File: config.mk
export PLATFORM = sky130hd
export DESIGN_NAME = cd_sector_read_sequencer
export DESIGN_NICKNAME = d
export VERILOG_FILES = /design/src/rtl/cdsrs_pkg.sv /design/src/rtl/cdsrs_front.sv /design/src/rtl/cdsrs_back.sv /design/src/rtl/cd_sector_read_sequencer.sv
export SDC_FILE = /design/constraint.sdc
export NUM_CORES = 2
export LEC_CHECK = 0
export BUFFER_PORTS_ARGS = -buffer_cell sky130_fd_sc_hd__buf_2
export CAP_MARGIN = 5
export CORE_MARGIN = 5
export CORE_UTILIZATION = 60
export CTS_CLUSTER_DIAMETER = 40
export DETAILED_ROUTE_END_ITERATION = 10
export PLACE_DENSITY = 0.76
export SLEW_MARGIN = 20
export SYNTH_ARGS = -nofsm -noshare
export SYNTH_HDL_FRONTEND = slang
export SYNTH_HIERARCHICAL = 1
export SYNTH_SLANG_ARGS = --single-unit
File: constraint.sdc
create_clock -name clk -period 15.7 [get_ports clk]
set_input_delay 0.785 -clock clk [delete_from_list [all_inputs] [get_ports clk]]
set_output_delay 0.785 -clock clk [all_outputs]
set_load 0.05 [all_outputs]
File: src/rtl/cdsrs_pkg.sv
// Package for the optical-drive sector read sequencer.
// Action codes, event codes, queue entry type. No dependencies.
package cdsrs_pkg;
	localparam logic [1:0] MODE_READ = 2'd0;
	localparam logic [1:0] MODE_IRQ  = 2'd1;
	localparam logic [1:0] MODE_TICK = 2'd2;
	localparam logic [1:0] MODE_STOP = 2'd3;

	localparam logic [2:0] IRQ_DATA  = 3'd1;
	localparam logic [2:0] IRQ_DONE  = 3'd2;
	localparam logic [2:0] IRQ_ERROR = 3'd5;

	localparam logic [3:0] ACT_ACK      = 4'd0;
	localparam logic [3:0] ACT_FLUSH    = 4'd1;
	localparam logic [3:0] ACT_READ     = 4'd2;
	localparam logic [3:0] ACT_PAUSE    = 4'd3;
	localparam logic [3:0] ACT_NOP      = 4'd4;
	localparam logic [3:0] ACT_CAP_C    = 4'd5;
	localparam logic [3:0] ACT_CAP_D    = 4'd6;
	localparam logic [3:0] ACT_COPY     = 4'd7;
	localparam logic [3:0] ACT_COMPLETE = 4'd8;
	localparam logic [3:0] ACT_RECOVER  = 4'd9;

	localparam int SECTOR_BYTES = 2048;
	localparam int PREFETCH_WINDOW = 21;
	localparam logic [23:0] SECTOR_RESET = 24'd16;

	typedef struct packed {
		logic [1:0]  mode;
		logic [23:0] file_start_sector;
		logic [29:0] file_size;
		logic [29:0] read_offset;
		logic [29:0] request_length;
		logic [31:0] dest_address;
		logic        from_completion_context;
		logic [2:0]  interrupt_kind;
		logic        drive_error;
		logic [23:0] header_sector;
		logic [29:0] room;
	} cdsrs_evt_t;

	typedef struct packed {
		logic [3:0]  action;
		logic [23:0] sector;
		logic [10:0] source_offset;
		logic [31:0] target_address;
		logic [11:0] byte_count;
		logic [29:0] accepted_length;
		logic        last;
	} cdsrs_res_t;
endpackage

File: src/rtl/cdsrs_front.sv
// Front end: takes event requests, precomputes the clamp room, queues them.
// Depends on cdsrs_pkg.
module cdsrs_front import cdsrs_pkg::*; (
	input  logic        clk,
	input  logic        arst_n,
	input  logic        in_valid,
	output logic        in_ready,
	input  cdsrs_evt_t  in_evt,
	output logic        q_valid,
	input  logic        q_ready,
	output cdsrs_evt_t  q_evt
);
	cdsrs_evt_t mem_q [2];
	logic       wp_q, rp_q;
	logic [1:0] cnt_q;
	cdsrs_evt_t e;
	logic push, pop;

	always_comb begin
		e = in_evt;
		e.room = (in_evt.read_offset < in_evt.file_size) ?
			in_evt.file_size - in_evt.read_offset : 30'd0;
	end

	assign in_ready = (cnt_q != 2'd2);
	assign q_valid  = (cnt_q != 2'd0);
	assign q_evt    = mem_q[rp_q];
	assign push = in_valid && in_ready;
	assign pop  = q_valid && q_ready;

	always_ff @(posedge clk) begin
		if (push) mem_q[wp_q] <= e;
	end

	always_ff @(posedge clk or negedge arst_n) begin
		if (!arst_n) begin
			wp_q <= 1'b0;
			rp_q <= 1'b0;
			cnt_q <= 2'd0;
		end else begin
			if (push) wp_q <= ~wp_q;
			if (pop) rp_q <= ~rp_q;
			cnt_q <= cnt_q + {1'b0, push} - {1'b0, pop};
		end
	end
endmodule

File: src/rtl/cdsrs_back.sv
// Back end: runs one event against the controller state, emits results.
// Depends on cdsrs_pkg.
module cdsrs_back import cdsrs_pkg::*; #(
	parameter int RETRY_LIMIT  = 4
) (
	input  logic        clk,
	input  logic        arst_n,
	input  logic        cfg_we,
	input  logic [15:0] cfg_data,
	input  logic        q_valid,
	output logic        q_ready,
	input  cdsrs_evt_t  q_evt,
	output logic        res_valid,
	input  logic        res_ready,
	output cdsrs_res_t  res
);
	localparam int OW = $clog2(SECTOR_BYTES);
	localparam logic [29:0] SB30 = 30'(SECTOR_BYTES);

	typedef enum logic [1:0] {S_IDLE, S_EXEC, S_OUT} st_t;
	st_t st_q;

	logic [15:0] reload_q;
	logic [4:0]  flags_q;
	logic [10:0] coff_q;
	logic [11:0] clen_q;
	logic [29:0] rem_q;
	logic [3:0]  retry_q;
	logic [23:0] want_q, head_q, lastd_q;
	logic [15:0] wd_q;
	logic [31:0] addr_q;
	logic        paused_q, armed_q;
	cdsrs_evt_t  ev_s1;
	cdsrs_res_t  buf_q [6];
	logic [2:0]  n_q, idx_q;

	logic [4:0]  f;
	logic [10:0] co;
	logic [11:0] cl;
	logic [29:0] rm, len;
	logic [3:0]  rc;
	logic [23:0] ws, hs, ld;
	logic [15:0] wd;
	logic [31:0] da;
	logic        pz, ar, hold;
	cdsrs_res_t  ob [6];
	logic [2:0]  n;
	logic [29:0] oacc;
	logic [OW:0] sum;
	logic signed [24:0] diff;

	always_comb begin
		f = flags_q; co = coff_q; cl = clen_q; rm = rem_q; rc = retry_q;
		ws = want_q; hs = head_q; ld = lastd_q; wd = wd_q; da = addr_q;
		pz = paused_q; ar = armed_q; hold = 1'b0;
		n = 3'd0; oacc = 30'd0; len = 30'd0; sum = '0; diff = '0;
		for (int i = 0; i < 6; i++) ob[i] = '0;
		case (ev_s1.mode)
			MODE_READ: begin
				if (f[0] || f[1]) begin
					ob[0].action = ACT_ACK; n = 3'd1;
				end else begin
					len = (ev_s1.room < ev_s1.request_length) ? ev_s1.room
						: ev_s1.request_length;
					oacc = len;
					co = 11'(ev_s1.read_offset[OW-1:0]);
					if (co != 11'd0 || len < SB30) f[3] = 1'b1;
					sum = {1'b0, co[OW-1:0]} + ((len > SB30) ? (OW+1)'(SECTOR_BYTES)
						: len[OW:0]);
					cl = ((len > SB30) || (sum > (OW+1)'(SECTOR_BYTES))) ?
						12'(SECTOR_BYTES - int'(co)) : 12'(len);
					rm = len - 30'(cl);
					rc = 4'd0; pz = 1'b0;
					ws = ev_s1.file_start_sector + 24'(ev_s1.read_offset >> OW);
					f[1] = 1'b1; wd = reload_q; da = ev_s1.dest_address; ar = 1'b1;
					if (hs == ws && f[4] && ev_s1.from_completion_context) begin
						ob[0].action = ACT_COPY; ob[0].source_offset = co;
						ob[0].target_address = da; ob[0].byte_count = cl;
						n = 3'd1;
						if (rm == 30'd0) begin
							wd = 16'd0; f[1] = 1'b0; ar = 1'b0;
							ob[1].action = ACT_COMPLETE; n = 3'd2;
						end else begin
							co = 11'd0; da = da + 32'(cl); f[3] = 1'b0;
							if (rm < SB30) begin cl = 12'(rm); f[3] = 1'b1; end
							else cl = 12'(SECTOR_BYTES);
							rm = rm - 30'(cl);
							ws = ws + 24'd1;
						end
					end
					ob[n].action = ACT_ACK; n = n + 3'd1;
				end
				for (int i = 0; i < 6; i++) ob[i].accepted_length = oacc;
			end
			MODE_IRQ: begin
				if (ev_s1.drive_error) begin
					ar = 1'b0; ob[0].action = ACT_RECOVER; n = 3'd1; hold = 1'b1;
				end else begin
					if (ev_s1.interrupt_kind == IRQ_DONE) begin
						if (pz) begin pz = 1'b0; rc = 4'd0; f[1] = 1'b1; end
					end else if (ev_s1.interrupt_kind == IRQ_DATA) begin
						if (!f[0]) begin
							ob[0].action = ACT_FLUSH; n = 3'd1;
						end else if (f[2]) begin
							f[2] = 1'b0; ob[0].action = ACT_FLUSH;
							f[0] = 1'b0; wd = 16'd0; ld = hs; ar = 1'b0;
							ob[1].action = ACT_COMPLETE; n = 3'd2;
						end else begin
							if (f[3]) ob[0].action = ACT_CAP_C;
							else begin
								ob[0].action = ACT_CAP_D; ob[0].target_address = da;
							end
							n = 3'd1;
							if (ev_s1.header_sector == hs) begin
								wd = reload_q;
								if (f[3]) begin
									f[3] = 1'b0; f[4] = 1'b1;
									ob[1].action = ACT_COPY; ob[1].source_offset = co;
									ob[1].target_address = da; ob[1].byte_count = cl;
									n = 3'd2; co = 11'd0;
								end
								if (rm == 30'd0) begin
									f[0] = 1'b0; wd = 16'd0; ld = hs; ar = 1'b0;
									ob[n].action = ACT_COMPLETE; n = n + 3'd1;
								end else begin
									da = da + 32'(cl);
									if (rm < SB30) begin cl = 12'(rm); f[3] = 1'b1; end
									else cl = 12'(SECTOR_BYTES);
									rm = rm - 30'(cl);
								end
							end else begin
								if (pz) begin pz = 1'b0; rc = 4'd0; end
								else rc = rc + 4'd1;
								ws = hs;
								if (rc >= 4'(RETRY_LIMIT)) begin
									pz = 1'b1; ob[n].action = ACT_PAUSE;
									n = n + 3'd1; hold = 1'b1;
								end else f[1] = 1'b1;
							end
						end
					end else if (ev_s1.interrupt_kind == IRQ_ERROR && f[0]) begin
						ob[0].action = ACT_NOP; n = 3'd1;
						if (pz) begin pz = 1'b0; rc = 4'd0; end
						else rc = rc + 4'd1;
						ws = hs;
						if (rc >= 4'(RETRY_LIMIT)) begin
							pz = 1'b1; ob[1].action = ACT_PAUSE; n = 3'd2; hold = 1'b1;
						end else f[1] = 1'b1;
					end
					if (!hold) begin
						hs = hs + 24'd1;
						if (f[1]) begin
							f[1] = 1'b0; f[4] = 1'b0; f[0] = 1'b1;
							if (hs != ws) begin
								ob[n].action = ACT_FLUSH; n = n + 3'd1;
								hs = ws;
								ob[n].action = ACT_READ; ob[n].sector = ws;
								n = n + 3'd1;
							end
						end
						diff = $signed({1'b0, hs}) - $signed({1'b0, ld});
						if (!f[0] && diff >= 25'(PREFETCH_WINDOW)) begin
							hs = ld;
							ob[n].action = ACT_READ; ob[n].sector = ld;
							n = n + 3'd1;
						end
					end
				end
			end
			MODE_TICK: begin
				if (ar && wd != 16'd0) begin
					wd = wd - 16'd1;
					if (wd == 16'd0) begin
						ar = 1'b0; ob[0].action = ACT_RECOVER; n = 3'd1;
					end
				end
			end
			default: f[2] = 1'b1;
		endcase
		if (n == 3'd0) begin
			ob[0].action = ACT_ACK; n = 3'd1;
		end
		for (int i = 0; i < 6; i++) ob[i].last = (3'(i) == n - 3'd1);
	end

	assign q_ready   = (st_q == S_IDLE);
	assign res_valid = (st_q == S_OUT);
	assign res       = buf_q[idx_q];

	always_ff @(posedge clk) begin
		if (q_valid && q_ready) ev_s1 <= q_evt;
		if (st_q == S_EXEC) for (int i = 0; i < 6; i++) buf_q[i] <= ob[i];
	end

	always_ff @(posedge clk or negedge arst_n) begin
		if (!arst_n) begin
			st_q <= S_IDLE; reload_q <= 16'd360; flags_q <= '0; coff_q <= '0;
			clen_q <= '0; rem_q <= '0; retry_q <= '0; want_q <= SECTOR_RESET;
			head_q <= SECTOR_RESET; lastd_q <= '0; wd_q <= '0; addr_q <= '0;
			paused_q <= 1'b0; armed_q <= 1'b0; n_q <= '0; idx_q <= '0;
		end else begin
			if (cfg_we) reload_q <= cfg_data;
			case (st_q)
				S_IDLE: if (q_valid) st_q <= S_EXEC;
				S_EXEC: begin
					flags_q <= f; coff_q <= co; clen_q <= cl; rem_q <= rm;
					retry_q <= rc; want_q <= ws; head_q <= hs; lastd_q <= ld;
					wd_q <= wd; addr_q <= da; paused_q <= pz; armed_q <= ar;
					n_q <= n; idx_q <= 3'd0; st_q <= S_OUT;
				end
				S_OUT: if (res_ready) begin
					if (idx_q == n_q - 3'd1) st_q <= S_IDLE;
					else idx_q <= idx_q + 3'd1;
				end
				default: st_q <= S_IDLE;
			endcase
		end
	end
endmodule

File: src/rtl/cd_sector_read_sequencer.sv
// Optical-drive sector read sequencer, top level.
// A request is queued, then loaded and executed by the back end; results
// go out one per cycle while out_ready is high. The next event is loaded
// after the last result is taken; the 2-entry input queue accepts meanwhile.
// Reset: asynchronous, clears queue and state; reload register resets to 360.
// Depends on cdsrs_pkg, cdsrs_front, cdsrs_back.
module cd_sector_read_sequencer import cdsrs_pkg::*; #(
	parameter int RETRY_LIMIT  = 4
) (
	input  logic        clk,
	input  logic        arst_n,
	input  logic        in_valid,
	output logic        in_ready,
	input  logic [1:0]  mode,
	input  logic [23:0] file_start_sector,
	input  logic [29:0] file_size,
	input  logic [29:0] read_offset,
	input  logic [29:0] request_length,
	input  logic [31:0] dest_address,
	input  logic        from_completion_context,
	input  logic [2:0]  interrupt_kind,
	input  logic        drive_error,
	input  logic [23:0] header_sector,
	input  logic        cfg_we,
	input  logic [15:0] cfg_data,
	output logic        out_valid,
	input  logic        out_ready,
	output logic [3:0]  action,
	output logic [23:0] sector,
	output logic [10:0] source_offset,
	output logic [31:0] target_address,
	output logic [11:0] byte_count,
	output logic [29:0] accepted_length,
	output logic        last
);
	cdsrs_evt_t ev, qe;
	cdsrs_res_t r;
	logic qv, qr;

	always_comb begin
		ev = '0;
		ev.mode = mode; ev.file_start_sector = file_start_sector;
		ev.file_size = file_size; ev.read_offset = read_offset;
		ev.request_length = request_length; ev.dest_address = dest_address;
		ev.from_completion_context = from_completion_context;
		ev.interrupt_kind = interrupt_kind; ev.drive_error = drive_error;
		ev.header_sector = header_sector;
	end

	cdsrs_front u_front (.clk, .arst_n, .in_valid, .in_ready, .in_evt(ev),
		.q_valid(qv), .q_ready(qr), .q_evt(qe));

	cdsrs_back #(.RETRY_LIMIT(RETRY_LIMIT)) u_back (
		.clk, .arst_n, .cfg_we, .cfg_data, .q_valid(qv), .q_ready(qr), .q_evt(qe),
		.res_valid(out_valid), .res_ready(out_ready), .res(r));

	assign action = r.action;
	assign sector = r.sector;
	assign source_offset = r.source_offset;
	assign target_address = r.target_address;
	assign byte_count = r.byte_count;
	assign accepted_length = r.accepted_length;
	assign last = r.last;
endmodule

* Yosys cells after proc, flatten, opt, wreduce, memory -nomap -nowiden *
Memory sizes are Yosys's and may differ from the RTL's. A register that Yosys moved wholly into a read port is not among the register bits.
Index checks and enable logic that the tools add are counted.

operators by class
  bitwise logic cells = 10
  eq/ne operators = 43
  $lt $le $gt $ge = 20
  mux-type cells = 348
  add/subtract/negate cells = 24
  reductions and logical operators = 43

operators with widths
  kind                                                                     count
  684-bit 2-to-1 mux                                                       11
  684-bit bitwise mux                                                      7
  114-bit demux with 3-bit select                                          7
  680-bit 2-to-1 mux                                                       3
  566-bit 2-to-1 mux                                                       3
  680-bit case mux with 2 select lines                                     1
  114-bit 2-to-1 mux                                                       6
  24-bit 2-to-1 mux                                                        26
  55-bit 2-to-1 mux                                                        11
  32-bit 2-to-1 mux                                                        17
  110-bit 2-to-1 mux                                                       4
  30-bit 2-to-1 mux                                                        13
  12-bit 2-to-1 mux                                                        26
  4-bit 2-to-1 mux                                                         54
  16-bit 2-to-1 mux                                                        11
  11-bit 2-to-1 mux                                                        10
  3-bit 2-to-1 mux                                                         35
  30-bit by 12-bit < comparator with 1-bit output (second input constant)  3
  30-bit by 12-bit subtractor with 30-bit output                           3
  32-bit by 12-bit adder with 32-bit output                                2
  32-bit case mux with 2 select lines                                      1
  1-bit 2-to-1 mux                                                         61
  30-bit zero test                                                         2
  30-bit < comparator                                                      2
  other kinds (70)                                                         169

word-level totals
  bits of input ports = 198
  register bits = 212
  memory bits (writable) = 1098
  word-level logic and storage cells = 512
  memories = 2
  output and inout port bits = 116

memory list
  name           depth  bits a word  read ports  clocked after Yosys merged registers in  write ports  line               RTL
  u_back.buf_q   6      114          1           0                                        6            cdsrs_back.sv:34   cdsrs_res_t buf_q [6];
  u_front.mem_q  2      207          1           1                                        1            cdsrs_front.sv:13  cdsrs_evt_t mem_q [2];

* Depth between registers and ports, before layout *
  depth in word-level cells = 38
  mapped depth = 51

* Hierarchy *
Netlist, hierarchy kept.

by module, submodules not included
  module                    cells each  times used  area each (sq um)
  cdsrs_back                4502        1           43923.4
  cdsrs_front               940         1           16897.5
  cd_sector_read_sequencer  1           1           3.8

* Least setup slack after synthesis *
Ideal clock, no wire load.

  path kind = register -> register
  start point = register, netlist name u_back/ev_s1[17]
  end point = register u_back.rem_q[12]
  setup time = 126 ps
  path slack = 4534 ps
  arrival time = 11040 ps
  path buffers = 7
  clock period less this slack = 11166 ps
  data required time = 15574 ps
  stages on the path, launching flop included = 46
  cell sequence = edfxtp_1 -> ha_1 -> a21oi_1 -> o21ai_0 -> a221o_1 -> a2111o_1 -> a21oi_2 -> buf_2 -> buf_4 -> clkbuf_1 -> buf_1 -> mux2i_1 -> nor2_1 -> ha_1 -> fa_1 -> a21o_1 -> a21oi_1 -> o21ai_0 -> [... 10 more ...] -> inv_1 -> fa_1 -> a211oi_1 -> o211ai_1 -> and3_1 -> a2111oi_0 -> xnor2_1 -> mux2i_1 -> or4_4 -> nor4_4 -> nand2_1 -> nand2_1 -> ha_1 -> clkbuf_1 -> a21oi_1 -> o21bai_1 -> xnor2_1 -> a221o_1

on the way
  longest elaborated chain between the ends = 20
  elaborated cells between the ends (all ways) = 21

ends and longest elaborated chain
  element                                          line                                RTL
  30-bit < comparator                              cdsrs_back.sv:63                    len = (ev_s1.room < ev_s1.request_length) ? ev_s1.room
  30-bit 2-to-1 mux (*)                            cdsrs_back.sv:63
  30-bit by 12-bit > comparator with 1-bit output  cdsrs_back.sv:68, cdsrs_back.sv:70
  12-bit 2-to-1 mux                                cdsrs_back.sv:68                    sum = {1'b0, co[OW-1:0]} + ((len > SB30) ? (OW+1)'(SECTOR_BYTES)
  11-bit by 12-bit adder with 12-bit output        cdsrs_back.sv:68
  12-bit > comparator                              cdsrs_back.sv:70                    cl = ((len > SB30) || (sum > (OW+1)'(SECTOR_BYTES))) ?
  1-bit logical OR                                 cdsrs_back.sv:70
  12-bit 2-to-1 mux                                cdsrs_back.sv:70
  [... 4 more ...]                                 --
  12-bit 2-to-1 mux                                cdsrs_back.sv:76                    if (hs == ws && f[4] && ev_s1.from_completion_context) begin
  12-bit 2-to-1 mux                                cdsrs_back.sv:60                    if (f[0] || f[1]) begin
  12-bit 2-to-1 mux                                cdsrs_back.sv:58                    case (ev_s1.mode)
  30-bit by 12-bit subtractor with 30-bit output   cdsrs_back.sv:87                    rm = rm - 30'(cl);
  30-bit 2-to-1 mux                                cdsrs_back.sv:80                    if (rm == 30'd0) begin
  30-bit 2-to-1 mux (*)                            cdsrs_back.sv:76
  30-bit 2-to-1 mux (*)                            cdsrs_back.sv:60
  30-bit case mux with 2 select lines (*)          cdsrs_back.sv:58
  to (signal assigned)                             cdsrs_back.sv:198                   clen_q <= '0; rem_q <= '0; retry_q <= '0; want_q <= SECTOR_RESET;
  to (signal assigned)                             cdsrs_back.sv:206                   flags_q <= f; coff_q <= co; clen_q <= cl; rem_q <= rm;
  to (decl)                                        cdsrs_back.sv:27                    logic [29:0] rem_q;

Mark *: on every way between the ends. The rest lies on a longest branch, timed or not. The select of a mux whose other input is x is not followed.
A chain may end at the register's enable or synchronous reset.

* Worst setup path in the final report *
  start point = register, netlist name u_back/ev_s1[17]
  end point = register u_back.want_q[22]

on the way
  longest elaborated chain between the ends = 14

ends and longest elaborated chain
  element                                             line                                RTL
  30-bit < comparator                                 cdsrs_back.sv:63
  30-bit 2-to-1 mux (*)                               cdsrs_back.sv:63
  30-bit by 12-bit > comparator with 1-bit output     cdsrs_back.sv:68, cdsrs_back.sv:70
  12-bit 2-to-1 mux                                   cdsrs_back.sv:68
  11-bit by 12-bit adder with 12-bit output           cdsrs_back.sv:68
  12-bit > comparator                                 cdsrs_back.sv:70
  1-bit logical OR                                    cdsrs_back.sv:70
  12-bit 2-to-1 mux                                   cdsrs_back.sv:70
  30-bit by 12-bit subtractor with 30-bit output (*)  cdsrs_back.sv:72                    rm = len - 30'(cl);
  30-bit zero test (*)                                cdsrs_back.sv:80
  24-bit 2-to-1 mux (*)                               cdsrs_back.sv:80
  24-bit 2-to-1 mux (*)                               cdsrs_back.sv:76
  24-bit 2-to-1 mux (*)                               cdsrs_back.sv:60
  24-bit case mux with 2 select lines (*)             cdsrs_back.sv:58
  to (signal assigned)                                cdsrs_back.sv:207                   retry_q <= rc; want_q <= ws; head_q <= hs; lastd_q <= ld;
  to (decl)                                           cdsrs_back.sv:29                    logic [23:0] want_q, head_q, lastd_q;

Marks and branches as above.

==> results.sh <==
export IMPL_leakage_uw=0.02476
export IMPL_die_y_um=322.7
export IMPL_cts_tree="built"
export IMPL_cts_root_buf="clkbuf_16"
export IMPL_clock_fmax_mhz=77.57
export IMPL_num_vias=45130
export IMPL_yosys_warnings=6
export IMPL_worst_pin_slew_ps=1184
export IMPL_final_cell_mix="836 x edfxtp_1, 563 x nor2_1, 332 x a21oi_1"
export IMPL_num_io_pins=314
export IMPL_place_congestion=0.9853
export IMPL_drt_wirelength_per_cell_um=24.00
export IMPL_final_period_utilization=0.8211
export IMPL_syn_inst=5350
export IMPL_syn_area_um2=58670
export IMPL_ant_nets=0
export IMPL_postCtsSetupBuffers=0
export IMPL_skew_ps=27.54
export IMPL_overflow=0
export IMPL_avgSynthCellArea_um2=10.97
export IMPL_drt_total_wl_um=166700
export IMPL_grt_antenna_before_repair=4
export IMPL_reg2reg_to="u_back/want_q[22]"
export IMPL_crit_end="u_back/want_q[22]"
export IMPL_cp_start_kind="flip-flop"
export IMPL_fillers=7152
export IMPL_port_buffers=313
export IMPL_dr_pass1_iters=6
export IMPL_run_status="finished, final reports clean"
export IMPL_h_tree_depth=4
export IMPL_die_w_um=322.7
export IMPL_cts_sinks=1048
export IMPL_setup_viol=0
export IMPL_fp_row_count=114
export IMPL_start_util=0.6058
export IMPL_path_clk_slew_ps=60
export IMPL_grt_use_total=0.3143
export IMPL_cts_buffers=142
export IMPL_pre_cts_slack_ps=3062
export IMPL_reg2reg_slack_ps=2810
export IMPL_grt_max_degree=178
export IMPL_cpMaxStageDelayCell="o211ai_1"
export IMPL_core_area_um2=96850
export IMPL_crit_type="reg2reg"
export IMPL_hold_viol_final=0
export IMPL_grt_pass1_wl_um=255400
export IMPL_peakVddDrop_uv=179.4
export IMPL_grt_pass1_vias=43600
export IMPL_p_per_area_nw_per_um2=256.7
export IMPL_maxSlewViolCount=0
export IMPL_setup_ws_ps=2809
export IMPL_dieArea_um2=104100
export IMPL_vias_per_cell=6.498
export IMPL_layout_cells_most_common="edfxtp_1"
export IMPL_clockBufferDepth=3
export IMPL_tns_ps=0
export IMPL_reg2regPathDepth=38
export IMPL_dpl_hpwl_um=116200
export IMPL_critPathMaxFanout=50
export IMPL_cts_resized=0
export IMPL_timing_max_cap_violations=0
export IMPL_drc=0
export IMPL_critPathRequiredTime_ps=16330
export IMPL_max_slew_margin_rel=0.1879
export IMPL_cp_end_kind="flip-flop"
export IMPL_post_route_min_period_ps=12890
export IMPL_worstSetupStartpoint="u_back/ev_s1[17]"
export IMPL_slowest_delay_ps=1020
export IMPL_reg2reg_from="u_back/ev_s1[17]"
export IMPL_post_cts_hold_buffer_count=0
export IMPL_hold_path_class="in2async"
export IMPL_grt_setup_unrepaired="false"
export IMPL_drive_above_1_share=0.1720
export IMPL_insertion_delay_ps=760
export IMPL_fin_nets=5933
export IMPL_cp_arrival_ps=13520
export IMPL_area_growth_syn_to_layout_pct=12.79
export IMPL_drt_iter0_drc=5031
worst max-delay path, delay by kind of cell (launching register included):
family          cells  cell delay [ps]
compound gates     21             7050
fa+ha+maj           5             1670
simple gates        5             1620
mux                 3              900
buf+inv             3              830
flops               1              500
xor+xnor            1              160
state kept, by name, summed over array words and instances (netlist names):
signal	count
u_back/addr_q	32
u_back/armed_q	1
u_back/buf_q	305
u_back/clen_q	12
u_back/coff_q	11
u_back/ev_s1	177
u_back/flags_q	5
u_back/head_q	24
u_back/idx_q	3
u_back/lastd_q	24
u_back/n_q	3
u_back/paused_q	1
u_back/reload_q	16
u_back/rem_q	30
u_back/retry_q	4
u_back/st_q	2
u_back/want_q	24
u_back/wd_q	16
u_front/cnt_q	2
u_front/mem_q	354
u_front/rp_q	1
u_front/wp_q	1
cell type report:
cell class	instances	area (um2)	area share
Sequential cell	1048	30430	0.4597
Multi-Input combinational cell	3792	26280	0.3971
Clock buffer	164	3710	0.05606
Timing Repair Buffer	398	2227	0.03365
Tap cell	1276	1597	0.02412
Clock inverter	99	1297	0.01961
Inverter	168	638.1	0.009642
Antenna cell	1	2.502	0.00003781
power by group:
| part | switching [uW] | internal, uW | total (uW) |
|---|---|---|---|
| Clock | 1310 | 2030 | 3340 |
| Sequential | 725 | 4200 | 4930 |
| Combinational | 5810 | 2920 | 8730 |
| Total | 7840 | 9140 | 17000 |
metrics by stage:
| step | area, um2 | power [uW] | hold slack [ps] | cells | utilization |
|---|---|---|---|---|---|
| after floorplan | 58680 | 11090 | 441.8 | 5351 | - |
| after global placement | 61130 | 13310 | 464.0 | 6682 | 0.6312 |
| after detailed placement | 61140 | 13440 | 472.3 | 6682 | 0.6313 |
| after CTS | 66140 | 16840 | 85.17 | 6945 | 0.6830 |
| after global routing | 66180 | 17940 | 94.13 | 6945 | 0.6833 |
| final | 66180 | 16990 | 54.37 | 6946 | 0.6833 |
routing by layer:
metal,up-vias,track usage,share of wire
met1,22050,0.4562,0.42
li1,20520,-,-
met5,-,0,0.00016
met2,2199,0.4846,0.45
met4,4,0.1035,0.032
met3,360,0.05848,0.093
how the worst min path moves through the flow:
stage	from	to	slack [ps]	cells past startpoint
3_5_place_dp	u_back/coff_q[1]	u_back/coff_q[1]	470	2
5_1_grt	arst_n	u_back/lastd_q[15]	90	1
6_report	arst_n	u_back/head_q[13]	50	1
4_1_cts	arst_n	u_back/head_q[13]	90	1
2_1_floorplan	u_back/coff_q[0]	u_back/coff_q[0]	440	2
3_3_place_gp	u_back/armed_q	u_back/armed_q	460	2
No activity file was read; power rests on OpenSTA's default activity.
